## config.mk

```make
export PLATFORM = sky130hd
export DESIGN_NAME = piecewise_linear_curve_eval_core
export DESIGN_NICKNAME = d
export VERILOG_FILES = /design/src/hw/rtl/plec_pkg.sv /design/src/hw/rtl/piecewise_linear_curve_eval_core.sv /design/src/hw/rtl/plec_div.sv
export SDC_FILE = /design/constraint.sdc
export NUM_CORES = 2
export LEC_CHECK = 0
export BUFFER_PORTS_ARGS = -buffer_cell sky130_fd_sc_hd__buf_2
export CAP_MARGIN = 20
export CORE_ASPECT_RATIO = 1.75
export CORE_MARGIN = 5
export CORE_UTILIZATION = 40
export CTS_CLUSTER_DIAMETER = 150
export CTS_CLUSTER_SIZE = 40
export DETAILED_ROUTE_END_ITERATION = 8
export PLACE_DENSITY = 0.64
export SYNTH_ARGS = -nofsm -noshare
export SYNTH_HDL_FRONTEND = slang
export SYNTH_HIERARCHICAL = 1
export SYNTH_SLANG_ARGS = --single-unit
```

## constraint.sdc

```tcl
create_clock -name clock -period 7 [get_ports clock]
set_input_delay 0.7 -clock clock [delete_from_list [all_inputs] [get_ports clock]]
set_output_delay 0.7 -clock clock [all_outputs]
set_load 0.01 [all_outputs]
```

## src/hw/rtl/plec_pkg.sv

```systemverilog
// plec_pkg: shared types and constants of the piecewise-linear curve evaluator
// holds the sequencer state type, register indexes and divider interface structs
// no dependencies
`default_nettype none

package plec_pkg;

   // breakpoint table depth and index width
   localparam int MAX_POINTS = 16;
   localparam int IDX_W      = $clog2(MAX_POINTS);

   // fraction width of the interpolation weight
   localparam int FRAC_W     = 16;
   localparam int DIV_STEPS  = FRAC_W;
   localparam int DIV_CNT_W  = $clog2(DIV_STEPS + 1);

   // configuration register indexes
   localparam logic [1:0] CSR_MIN_X       = 2'd0;
   localparam logic [1:0] CSR_MAX_X       = 2'd1;
   localparam logic [1:0] CSR_POINT_COUNT = 2'd2;

   // request commands
   localparam logic CMD_WRITE = 1'b0;
   localparam logic CMD_EVAL  = 1'b1;

   typedef enum logic [2:0] {
      ST_IDLE,
      ST_SCAN,
      ST_DIV,
      ST_MUL,
      ST_ADD,
      ST_FINISH
   } plec_state_type;

   typedef struct packed {
      logic              start;
      logic [FRAC_W-1:0] num;
      logic [FRAC_W-1:0] den;
   } plec_div_req_type;

   typedef struct packed {
      logic              done;
      logic [FRAC_W-1:0] quot;
   } plec_div_rsp_type;

endpackage

`default_nettype wire

```

## src/hw/rtl/piecewise_linear_curve_eval_core.sv

```systemverilog
// piecewise_linear_curve_eval_core: breakpoint table with linear interpolation
// top level; depends on plec_pkg and plec_div
//
//   channel  direction  handshake              payload
//   req      in         req_valid / req_ready  command, point_index, point_x, point_y, query_x
//   rsp      out        rsp_valid / rsp_ready  value_y, x_outside
//   csr      in         csr_valid / csr_ready  csr_index, csr_wdata
//
// a write request gives no response
// an evaluate request goes straight to finish when flagged; otherwise it scans and either
// returns a point's own y or interpolates
// interpolation adds a divide, a multiply and an add; response valid after finish
// reset is synchronous and clears control state and the csr registers, not the table
// a stalled response waits in the output register while the next request runs
// finish holds only while that register is still full
`default_nettype none

module piecewise_linear_curve_eval_core
   import plec_pkg::*;
(
   input  wire logic               clock,
   input  wire logic               reset,
   // request channel
   input  wire logic               req_valid,
   output logic                    req_ready,
   input  wire logic               req_command,
   input  wire logic [3:0]         req_point_index,
   input  wire logic signed [15:0] req_point_x,
   input  wire logic signed [15:0] req_point_y,
   input  wire logic signed [15:0] req_query_x,
   // response channel
   output logic                    rsp_valid,
   input  wire logic               rsp_ready,
   output logic signed [15:0]      rsp_value_y,
   output logic                    rsp_x_outside,
   // configuration channel
   input  wire logic               csr_valid,
   output logic                    csr_ready,
   input  wire logic [1:0]         csr_index,
   input  wire logic [15:0]        csr_wdata
);

   // configuration registers
   logic signed [15:0] min_x_ff;
   logic signed [15:0] max_x_ff;
   logic [4:0]         point_count_ff;

   // breakpoint table
   logic signed [15:0] bx_mem [MAX_POINTS];
   logic signed [15:0] by_mem [MAX_POINTS];
   logic signed [15:0] rdx_ff;
   logic signed [15:0] rdy_ff;

   // sequencer
   plec_state_type     state_ff, state_in;
   logic [IDX_W-1:0]   idx_ff, idx_in;
   logic [IDX_W-1:0]   last_ff, last_in;
   logic signed [15:0] q_ff, q_in;
   logic signed [15:0] px_ff, px_in;
   logic signed [15:0] py_ff, py_in;
   logic signed [16:0] dy_ff, dy_in;
   logic signed [33:0] prod_ff, prod_in;
   logic signed [15:0] res_y_ff, res_y_in;
   logic               res_flag_ff, res_flag_in;

   // output register
   logic               rsp_valid_ff, rsp_valid_in;
   logic signed [15:0] rsp_y_ff, rsp_y_in;
   logic               rsp_flag_ff, rsp_flag_in;

   // divider
   plec_div_req_type   div_req;
   plec_div_rsp_type   div_rsp;

   logic               req_acc;
   logic               eval_acc;
   logic               write_acc;
   logic               outside;
   logic               hit;
   logic               own_y;
   logic               at_last;
   logic               rsp_free;
   logic signed [16:0] num_w;
   logic signed [16:0] den_w;
   logic signed [33:0] sum_w;
   logic [IDX_W-1:0]   last_w;

   assign req_acc   = req_valid & req_ready;
   assign eval_acc  = req_acc & (req_command == CMD_EVAL);
   assign write_acc = req_acc & (req_command == CMD_WRITE);
   assign outside   = (req_query_x < min_x_ff) | (req_query_x > max_x_ff);

   // breakpoint found when its x reaches the query
   assign hit       = rdx_ff >= q_ff;
   // first point, repeated x or exact hit give the point's own y
   assign own_y     = (idx_ff == '0) | (rdx_ff == px_ff) | (rdx_ff == q_ff);
   assign at_last   = idx_ff == last_ff;
   assign rsp_free  = ~rsp_valid_ff | rsp_ready;

   assign num_w     = 17'(q_ff) - 17'(px_ff);
   assign den_w     = 17'(rdx_ff) - 17'(px_ff);
   assign sum_w     = prod_ff + 34'sd32768;

   // clamp point_count into 1..MAX_POINTS and keep the last index
   always_comb begin
      if (point_count_ff == 5'd0) begin
         last_w = '0;
      end else if (32'(point_count_ff) > MAX_POINTS) begin
         last_w = IDX_W'(MAX_POINTS - 1);
      end else begin
         last_w = IDX_W'(point_count_ff - 5'd1);
      end
   end

   // next state
   always_comb begin
      state_in = state_ff;
      case (state_ff)
         ST_IDLE: begin
            if (eval_acc) begin
               state_in = outside ? ST_FINISH : ST_SCAN;
            end
         end
         ST_SCAN: begin
            if (hit) begin
               state_in = own_y ? ST_FINISH : ST_DIV;
            end else if (at_last) begin
               state_in = ST_FINISH;
            end
         end
         ST_DIV: begin
            if (div_rsp.done) begin
               state_in = ST_MUL;
            end
         end
         ST_MUL: begin
            state_in = ST_ADD;
         end
         ST_ADD: begin
            state_in = ST_FINISH;
         end
         ST_FINISH: begin
            if (rsp_free) begin
               state_in = ST_IDLE;
            end
         end
         default: begin
            state_in = ST_IDLE;
         end
      endcase
   end

   // outputs and datapath
   always_comb begin
      req_ready    = 1'b0;
      idx_in       = idx_ff;
      last_in      = last_ff;
      q_in         = q_ff;
      px_in        = px_ff;
      py_in        = py_ff;
      dy_in        = dy_ff;
      prod_in      = prod_ff;
      res_y_in     = res_y_ff;
      res_flag_in  = res_flag_ff;
      div_req      = '0;
      div_req.num  = num_w[15:0];
      div_req.den  = den_w[15:0];
      rsp_valid_in = rsp_valid_ff & ~rsp_ready;
      rsp_y_in     = rsp_y_ff;
      rsp_flag_in  = rsp_flag_ff;
      case (state_ff)
         ST_IDLE: begin
            req_ready = 1'b1;
            if (eval_acc) begin
               idx_in      = '0;
               last_in     = last_w;
               q_in        = req_query_x;
               res_flag_in = outside;
               res_y_in    = '0;
            end
         end
         ST_SCAN: begin
            if (hit) begin
               res_y_in = rdy_ff;
               if (!own_y) begin
                  // interpolate between previous point and this one
                  div_req.start = 1'b1;
                  dy_in         = 17'(rdy_ff) - 17'(py_ff);
               end
            end else begin
               px_in    = rdx_ff;
               py_in    = rdy_ff;
               res_y_in = rdy_ff;
               if (!at_last) begin
                  idx_in = idx_ff + IDX_W'(1);
               end
            end
         end
         ST_DIV: begin
         end
         ST_MUL: begin
            prod_in = 34'(dy_ff) * 34'($signed({1'b0, div_rsp.quot}));
         end
         ST_ADD: begin
            // round half up, then add to y0
            res_y_in = py_ff + sum_w[31:16];
         end
         ST_FINISH: begin
            if (rsp_free) begin
               rsp_valid_in = 1'b1;
               rsp_y_in     = res_y_ff;
               rsp_flag_in  = res_flag_ff;
            end
         end
         default: begin
         end
      endcase
   end

   // configuration writes, always accepted
   assign csr_ready = 1'b1;

   always_ff @(posedge clock) begin
      if (reset) begin
         min_x_ff       <= 16'sd0;
         max_x_ff       <= 16'sd256;
         point_count_ff <= 5'd1;
      end else if (csr_valid & csr_ready) begin
         case (csr_index)
            CSR_MIN_X:       min_x_ff       <= csr_wdata;
            CSR_MAX_X:       max_x_ff       <= csr_wdata;
            CSR_POINT_COUNT: point_count_ff <= csr_wdata[4:0];
            default: begin
            end
         endcase
      end
   end

   // table write and registered read at the next scan index
   always_ff @(posedge clock) begin
      if (write_acc && (32'(req_point_index) < MAX_POINTS)) begin
         bx_mem[IDX_W'(req_point_index)] <= req_point_x;
         by_mem[IDX_W'(req_point_index)] <= req_point_y;
      end
      rdx_ff <= bx_mem[idx_in];
      rdy_ff <= by_mem[idx_in];
   end

   always_ff @(posedge clock) begin
      if (reset) begin
         state_ff     <= ST_IDLE;
         rsp_valid_ff <= 1'b0;
         idx_ff       <= '0;
      end else begin
         state_ff     <= state_in;
         rsp_valid_ff <= rsp_valid_in;
         idx_ff       <= idx_in;
      end
      last_ff     <= last_in;
      q_ff        <= q_in;
      px_ff       <= px_in;
      py_ff       <= py_in;
      dy_ff       <= dy_in;
      prod_ff     <= prod_in;
      res_y_ff    <= res_y_in;
      res_flag_ff <= res_flag_in;
      rsp_y_ff    <= rsp_y_in;
      rsp_flag_ff <= rsp_flag_in;
   end

   plec_div u_div (
      .clock   (clock),
      .reset   (reset),
      .div_req (div_req),
      .div_rsp (div_rsp)
   );

   assign rsp_valid     = rsp_valid_ff;
   assign rsp_value_y   = rsp_y_ff;
   assign rsp_x_outside = rsp_flag_ff;

   // divider only finishes while the sequencer waits for it
   a_div_done_in_div: assert property (@(posedge clock) disable iff (reset)
      div_rsp.done |-> state_ff == ST_DIV)
      else $error("divider done outside divide phase");

   // a flagged response carries zero
   a_flag_zero: assert property (@(posedge clock) disable iff (reset)
      rsp_valid && rsp_x_outside |-> rsp_value_y == 16'sd0)
      else $error("flagged response with nonzero value");

   // scan never runs past the last breakpoint in use
   a_scan_bound: assert property (@(posedge clock) disable iff (reset)
      state_ff == ST_SCAN |-> idx_ff <= last_ff)
      else $error("scan index past last breakpoint");

   // a new response is only loaded when the output register is free
   a_no_overwrite: assert property (@(posedge clock) disable iff (reset)
      rsp_valid && !rsp_ready |=> rsp_valid && $stable(rsp_value_y))
      else $error("pending response overwritten");

endmodule

`default_nettype wire

```

## src/hw/rtl/plec_div.sv

```systemverilog
// plec_div: restoring divider giving the fraction floor((num << 16) / den)
// one quotient bit per cycle, expects num < den; depends on plec_pkg
`default_nettype none

module plec_div
   import plec_pkg::*;
(
   input  wire logic             clock,
   input  wire logic             reset,
   input  wire plec_div_req_type div_req,
   output plec_div_rsp_type      div_rsp
);

   logic [FRAC_W-1:0]    rem_ff, rem_in;
   logic [FRAC_W-1:0]    den_ff, den_in;
   logic [FRAC_W-1:0]    quot_ff, quot_in;
   logic [DIV_CNT_W-1:0] cnt_ff, cnt_in;
   logic                 busy_ff, busy_in;
   logic                 done_ff, done_in;
   logic [FRAC_W:0]      shifted;
   logic [FRAC_W:0]      diff;
   logic                 ge;

   assign shifted = {rem_ff, 1'b0};
   assign ge      = shifted >= {1'b0, den_ff};
   assign diff    = shifted - {1'b0, den_ff};

   always_comb begin
      rem_in  = rem_ff;
      den_in  = den_ff;
      quot_in = quot_ff;
      cnt_in  = cnt_ff;
      busy_in = busy_ff;
      done_in = 1'b0;
      if (div_req.start) begin
         rem_in  = div_req.num;
         den_in  = div_req.den;
         quot_in = '0;
         cnt_in  = DIV_CNT_W'(DIV_STEPS);
         busy_in = 1'b1;
      end else if (busy_ff) begin
         // one quotient bit per step
         rem_in  = ge ? diff[FRAC_W-1:0] : shifted[FRAC_W-1:0];
         quot_in = {quot_ff[FRAC_W-2:0], ge};
         cnt_in  = cnt_ff - DIV_CNT_W'(1);
         if (cnt_ff == DIV_CNT_W'(1)) begin
            busy_in = 1'b0;
            done_in = 1'b1;
         end
      end
   end

   always_ff @(posedge clock) begin
      if (reset) begin
         busy_ff <= 1'b0;
         done_ff <= 1'b0;
         cnt_ff  <= '0;
      end else begin
         busy_ff <= busy_in;
         done_ff <= done_in;
         cnt_ff  <= cnt_in;
      end
      rem_ff  <= rem_in;
      den_ff  <= den_in;
      quot_ff <= quot_in;
   end

   assign div_rsp.done = done_ff;
   assign div_rsp.quot = quot_ff;

endmodule

`default_nettype wire

```

Yosys cells after proc, flatten, opt, wreduce, memory -nomap -nowiden
Memory sizes are Yosys's and may differ from the RTL's. A register that Yosys moved wholly into a read port is not among the register bits.
Index checks and enable logic that the tools add are counted.
Cells by class
  add/subtract/negate cells: 9
  $mul: 1
  magnitude comparators: 5
  equality and inequality tests: 15
  muxes and demuxes: 32
  bitwise logic cells: 14
  reductions and logical operators: 17
Operator list (number)
  $mux 16: 4
  $pmux 16 s3: 1
  $sub 16x16->16: 3
  $add 32x17->32 const B: 1
  $eq 16x16->1: 2
  $mul 17x17->32: 1
  $mux 3: 7
  $pmux 3 s6: 1
  $ge 17x16->1: 1
  $sub 16x16->17: 1
  $add 16x16->16: 1
  $ge 16x16->1: 1
  $gt 16x16->1: 1
  $lt 16x16->1: 1
  $mux 4: 4
  $reduce_and 2->1: 7
  $mux 1: 12
  $mux 5: 2
  $pmux 4 s2: 1
  $eq 3x2->1 const B: 2
  $eq 3x3->1 const B: 2
  $not 1->1: 6
  $eq 5x1->1 const B: 1
  $gt 5x5->1 const B: 1
  22 further kinds: 29
Storage, ports and cells
  flip-flop bits (word level): 235
  memory bits (writable): 512
  bits of input ports: 76
  output and inout port bits: 20
  word-level logic and storage cells: 118
  memories: 2
Memories
  bx_mem: depth 16, bits a word 16, rd ports 1, clocked after memory_dff 1, wr ports 1, line piecewise_linear_curve_eval_core.sv:49  | logic signed [15:0] bx_mem [MAX_POINTS];
  by_mem: depth 16, bits a word 16, rd ports 1, clocked after memory_dff 1, wr ports 1, line piecewise_linear_curve_eval_core.sv:50  | logic signed [15:0] by_mem [MAX_POINTS];

Logic depth before layout (Yosys ltp)
  depth in word-level cells: 7
  mapped depth: 26

Modules after synthesis
Netlist, hierarchy kept.
By module, submodules not included
  piecewise_linear_curve_eval_core: times used 1, cells an instance 3159, area each 40771.6 µm², seq. area each 20519.7 µm²
  plec_div: times used 1, cells an instance 326, area each 3206.8 µm², seq. area each 1421.4 µm²

Worst setup path after synthesis
No wires, ideal clock.
  kind: reg2reg
  from: register u_div.quot_ff[8]
  to: register prod_ff[31], data pin
  library setup time: 263 ps
  arrival time: 6136 ps
  required time: 6737 ps
  slack: 601 ps
  stages on the path, launching flop included: 27
  period minus slack after synthesis: 6399 ps
  cells stage by stage: dfxtp_1 -> clkbuf_1 -> clkbuf_1 -> nand2_1 -> fa_1 -> inv_1 -> fa_1 -> inv_1 -> fa_1 -> inv_1 -> fa_1 -> fa_1 -> inv_1 -> fa_1 -> inv_1 -> ha_1 -> nand2_1 -> nor3_1 -> a21oi_1 -> a31oi_1 -> a21oi_1 -> o21ai_2 -> a21oi_2 -> o31ai_2 -> nand4_1 -> a311oi_1 -> xnor2_1
Between the ends
  longest elaborated chain between the ends: 1
RTL lines
  start, declared: line plec_div.sv:16  | logic [FRAC_W-1:0] quot_ff, quot_in;
  start signal, assigned: line plec_div.sv:65  | quot_ff <= quot_in;
  $mul 17x17->32: line piecewise_linear_curve_eval_core.sv:202  | prod_in = 34'(dy_ff) * 34'($signed({1'b0, div_rsp.quot}));
  end signal, assigned: line piecewise_linear_curve_eval_core.sv:264  | prod_ff <= prod_in;
  end, declared: line piecewise_linear_curve_eval_core.sv:62  | logic signed [33:0] prod_ff, prod_in;
Every way passes these cells.
A chain may end at the register's enable or synchronous reset.

Worst setup path after layout
  from: register dy_ff[8]
  to: register prod_ff[31], data pin
Between the ends
  longest elaborated chain between the ends: 1
RTL lines
  start, declared: line piecewise_linear_curve_eval_core.sv:61  | logic signed [16:0] dy_ff, dy_in;
  start signal, assigned: line piecewise_linear_curve_eval_core.sv:263  | dy_ff <= dy_in;
  $mul 17x17->32: line piecewise_linear_curve_eval_core.sv:202
Every way passes these cells.

==> results.yml <==
finish:
  regArea_mm2: 0.0219
  fin_util: 0.430
  drive_gt1_frac: 0.0670
  final_nets: 4107
  area.growth.synth_to_final_pct: 7.03
  multi_input_area_mm2: 0.0198
  fillCellCount: 10168
  final_area_mm2: 0.0471
  final_cells: 5041
timing:
  tightest_slew_ns: 1.12
  fmax_mhz: 151
  slew_headroom: 0.253
  finalMaxSlewViolations: 0
  finalSetupTns_ns: 0
  setup_violations: 0
  fin_skew_ns: 0.0624
  fin_crit_ns: 6.64
  post-route-period-util: 0.949
  rsz0062_at_grt: "false"
  finalHoldViolCount: 0
yosys:
  yosysTopAreaCell: "edfxtp_1"
  ys_types: 87
  synthCells: 3485
  synth.ff_latch_count: 764
  synth_nets: 4041
  seq_area_frac_synth: 0.499
  syn_area_per_cell_um2: 12.6
  synth_edf_count: 664
  yosysWarnings: 6
  synth_area_mm2: 0.0440
  synthArstFlopShare: 0
  synthTopCellsByArea: "edfxtp_1, fa_1, mux2i_1, ha_1, dfxtp_1"
  synth-main-ff-cell: "edfxtp_1"
  synth_top_area_share: 0.453
worst_hold_path:
  min-delay-path-class: "in2reg"
clocking:
  cts_buffer_depth: 3
  cts_sinks: 764
  htreeDepth: 1
  hold_buffers: 0
  clk_pin_slew_ns: 0.16
  cts-buffers-inserted: 23
  worstSkewPairLatency_ns: 0.64
  cts-root-buf: "clkbuf_16"
  cts_tree: "yes"
placed_design:
  place_area_mm2: 0.0462
  gp_congestion: 0.901
  io_buffers: 94
  dp_cells: 4982
  dp_hpwl_um: 72000
power_and_ir_drop:
  p_leak_uw: 0.0211
  seqPwrFrac: 0.494
  combPwrFrac: 0.333
  peakVddDrop_mv: 0.204
  switching_share: 0.328
  powerDensity_mw_per_mm2: 239
  p_clk_frac: 0.173
  p_sw_uw: 3700
  power_uw: 11300
  p_int_uw: 7570
global_routing:
  grt_pass1_vias: 26632
  grt_start_max_net_pins: 130
  grt_pass1_wl_um: 155000
  grtUsageTotal: 0.170
  overflow: 0
  antenna_found_initial: 19
floorplan:
  die_area_mm2: 0.117
  start_util: 0.401
  io_pins: 96
  core_mm2: 0.110
  rows: 161
  die_h_um: 449
  die_w_um: 261
drt:
  avgViaCountPerCell: 5.08
  remaining_drc_errors: 0
  wl_per_cell_um: 20.1
  dr_total_vias: 25611
  ant_nets: 0
  firstDrtPassIters: 5
  drtIter0Drc: 1287
  drt-total-wl_um: 101000
worst_setup_path:
  end_kind: "register"
  required_ns: 7.41
  worstSetupPathType: "reg2reg"
  critical_path_arrival_ns: 7.05
  start_kind: "register"
  critPathMaxFanout: 9
status:
  outcome: "complete, no violations"
flow_run:
  cap_violations: 0
## registers in the layout (all words and copies together) (netlist names), 17 cells and up
name / flops
bx_mem: 256
dy_ff: 17
by_mem: 256
prod_ff: 17
## synth_stat cells (17+ instances only)
master and number:
a21o_1 24, a21oi_1 104, and2_1 132, buf_4 29, clkbuf_1 59, dfxtp_1 100, edfxtp_1 664, fa_1 270
ha_1 210, inv_1 459, mux2i_1 508, nand2_1 300, nand2b_1 18, nand3_1 34, nand4_1 24, nor2_1 123
nor2b_1 21, nor3_1 31, o21a_1 17, o21ai_0 45, xnor2_1 79, xor2_1 32
## metal layers
metal	vias up	global-route usage	routed length (µm)
met5	-	0	119
li1	12050	-	-
met2	410	0.335	56300
met4	20	0.0637	4450
met1	12949	0.187	37300
met3	182	0.0152	3030
## worst paths after layout
check,slack (ns),to,from,cells after the start
setup / recovery,0.36,prod_ff[31]$_DFFE_PN_,dy_ff[8]$_DFFE_PP_,24
setup reg to reg,0.36,prod_ff[31]$_DFFE_PN_,dy_ff[8]$_DFFE_PP_,24
hold reg to reg,0.43,rsp_value_y[0]$_DFFE_PP_,res_y_ff[0]$_DFFE_PP_,0
hold / removal,0.29,q_ff[4]$_DFFE_PP_,req_query_x[4],1
## what timing repair did
| item | 4_1_cts | 5_1_grt |
|---|---|---|
| endpoints found under the hold margin | 0 | 0 |
| endpoints found under the setup margin | 0 | 3 |
| buffers inserted | 0 | 8 |
| resized for setup | 0 | 1 |
## kinds of logic after synthesis
kind of cell / after synthesis / share of synthesized area
buffers and inverters: 584 / 0.0555
flip-flops: 764 / 0.499
AND/OR/NAND/NOR: 737 / 0.0800
other: 1 / 0.0000853
multiplexers: 510 / 0.116
AO/OA/AOI/OAI: 298 / 0.0447
XOR/XNOR: 111 / 0.0221
adder cells (fa/ha/maj): 480 / 0.183
## power by group through the flow
stage | Clock [µW] | Sequential, µW | Combinational [µW]
floorplan | 0 | 5580 | 2890
global placement | 0 | 5680 | 3730
detailed placement | 0 | 5680 | 3770
CTS | 2000 | 5580 | 3790
global route | 2140 | 5600 | 4160
finish | 1950 | 5570 | 3750
## through the flow
| stage | setup slack (ns) | hold WS [ns] |
|---|---|---|
| 6_report | 0.357 | 0.291 |
| 5_1_grt | 0.0511 | 0.253 |
| 4_1_cts | 0.0980 | 0.252 |
| 3_5_place_dp | 0.111 | 0.407 |
| 3_3_place_gp | 0.223 | 0.407 |
| 2_1_floorplan | 0.601 | 0.400 |
## worst max-delay path, stage by stage (launching register included)
cell and delay [ns]:
edfxtp_1 0.55, buf_4 0.22, and2_1 0.17, fa_1 0.47, inv_1 0.05, fa_1 0.48, fa_1 0.52, inv_1 0.06
fa_1 0.52, fa_1 0.51, inv_1 0.05, fa_1 0.47, inv_1 0.04, ha_1 0.32, nand2_1 0.07, nor3_1 0.17
a21oi_1 0.09, a31oi_1 0.22, a21oi_1 0.18, o21ai_2 0.22, a21oi_2 0.13, o31ai_4 0.34, nand4_1 0.15, a311oi_1 0.32
xnor2_1 0.09
## layout make-up
cell class / count / share of cell area
flip-flops and latches: 764 / 0.466
multi-input cells: 2137 / 0.420
well taps: 1467 / 0.0390
inverters: 460 / 0.0367
repair buffers: 165 / 0.0232
clock buffers: 40 / 0.0136
clock inverters: 2 / 0.000824
diodes: 6 / 0.000319
## placed cells by master (no fill, tap or decap), types with 23 or more instances in the layout
cell type	synthesis	final
edfxtp_1	664	664
ha_1	210	210
nor3_1	31	27
o21ai_0	45	45
nand2_1	300	300
nor2_1	123	107
inv_1	459	459
xor2_1	32	32
a21oi_1	104	103
and2_1	132	132
nand4_1	24	24
fa_1	270	270
clkbuf_16	0	23
xnor2_1	79	79
mux2i_1	508	508
a21o_1	24	24
buf_2	16	94
dfxtp_1	100	100
nand3_1	34	34
buf_4	29	64
No activity file was read; power rests on OpenSTA's default activity.
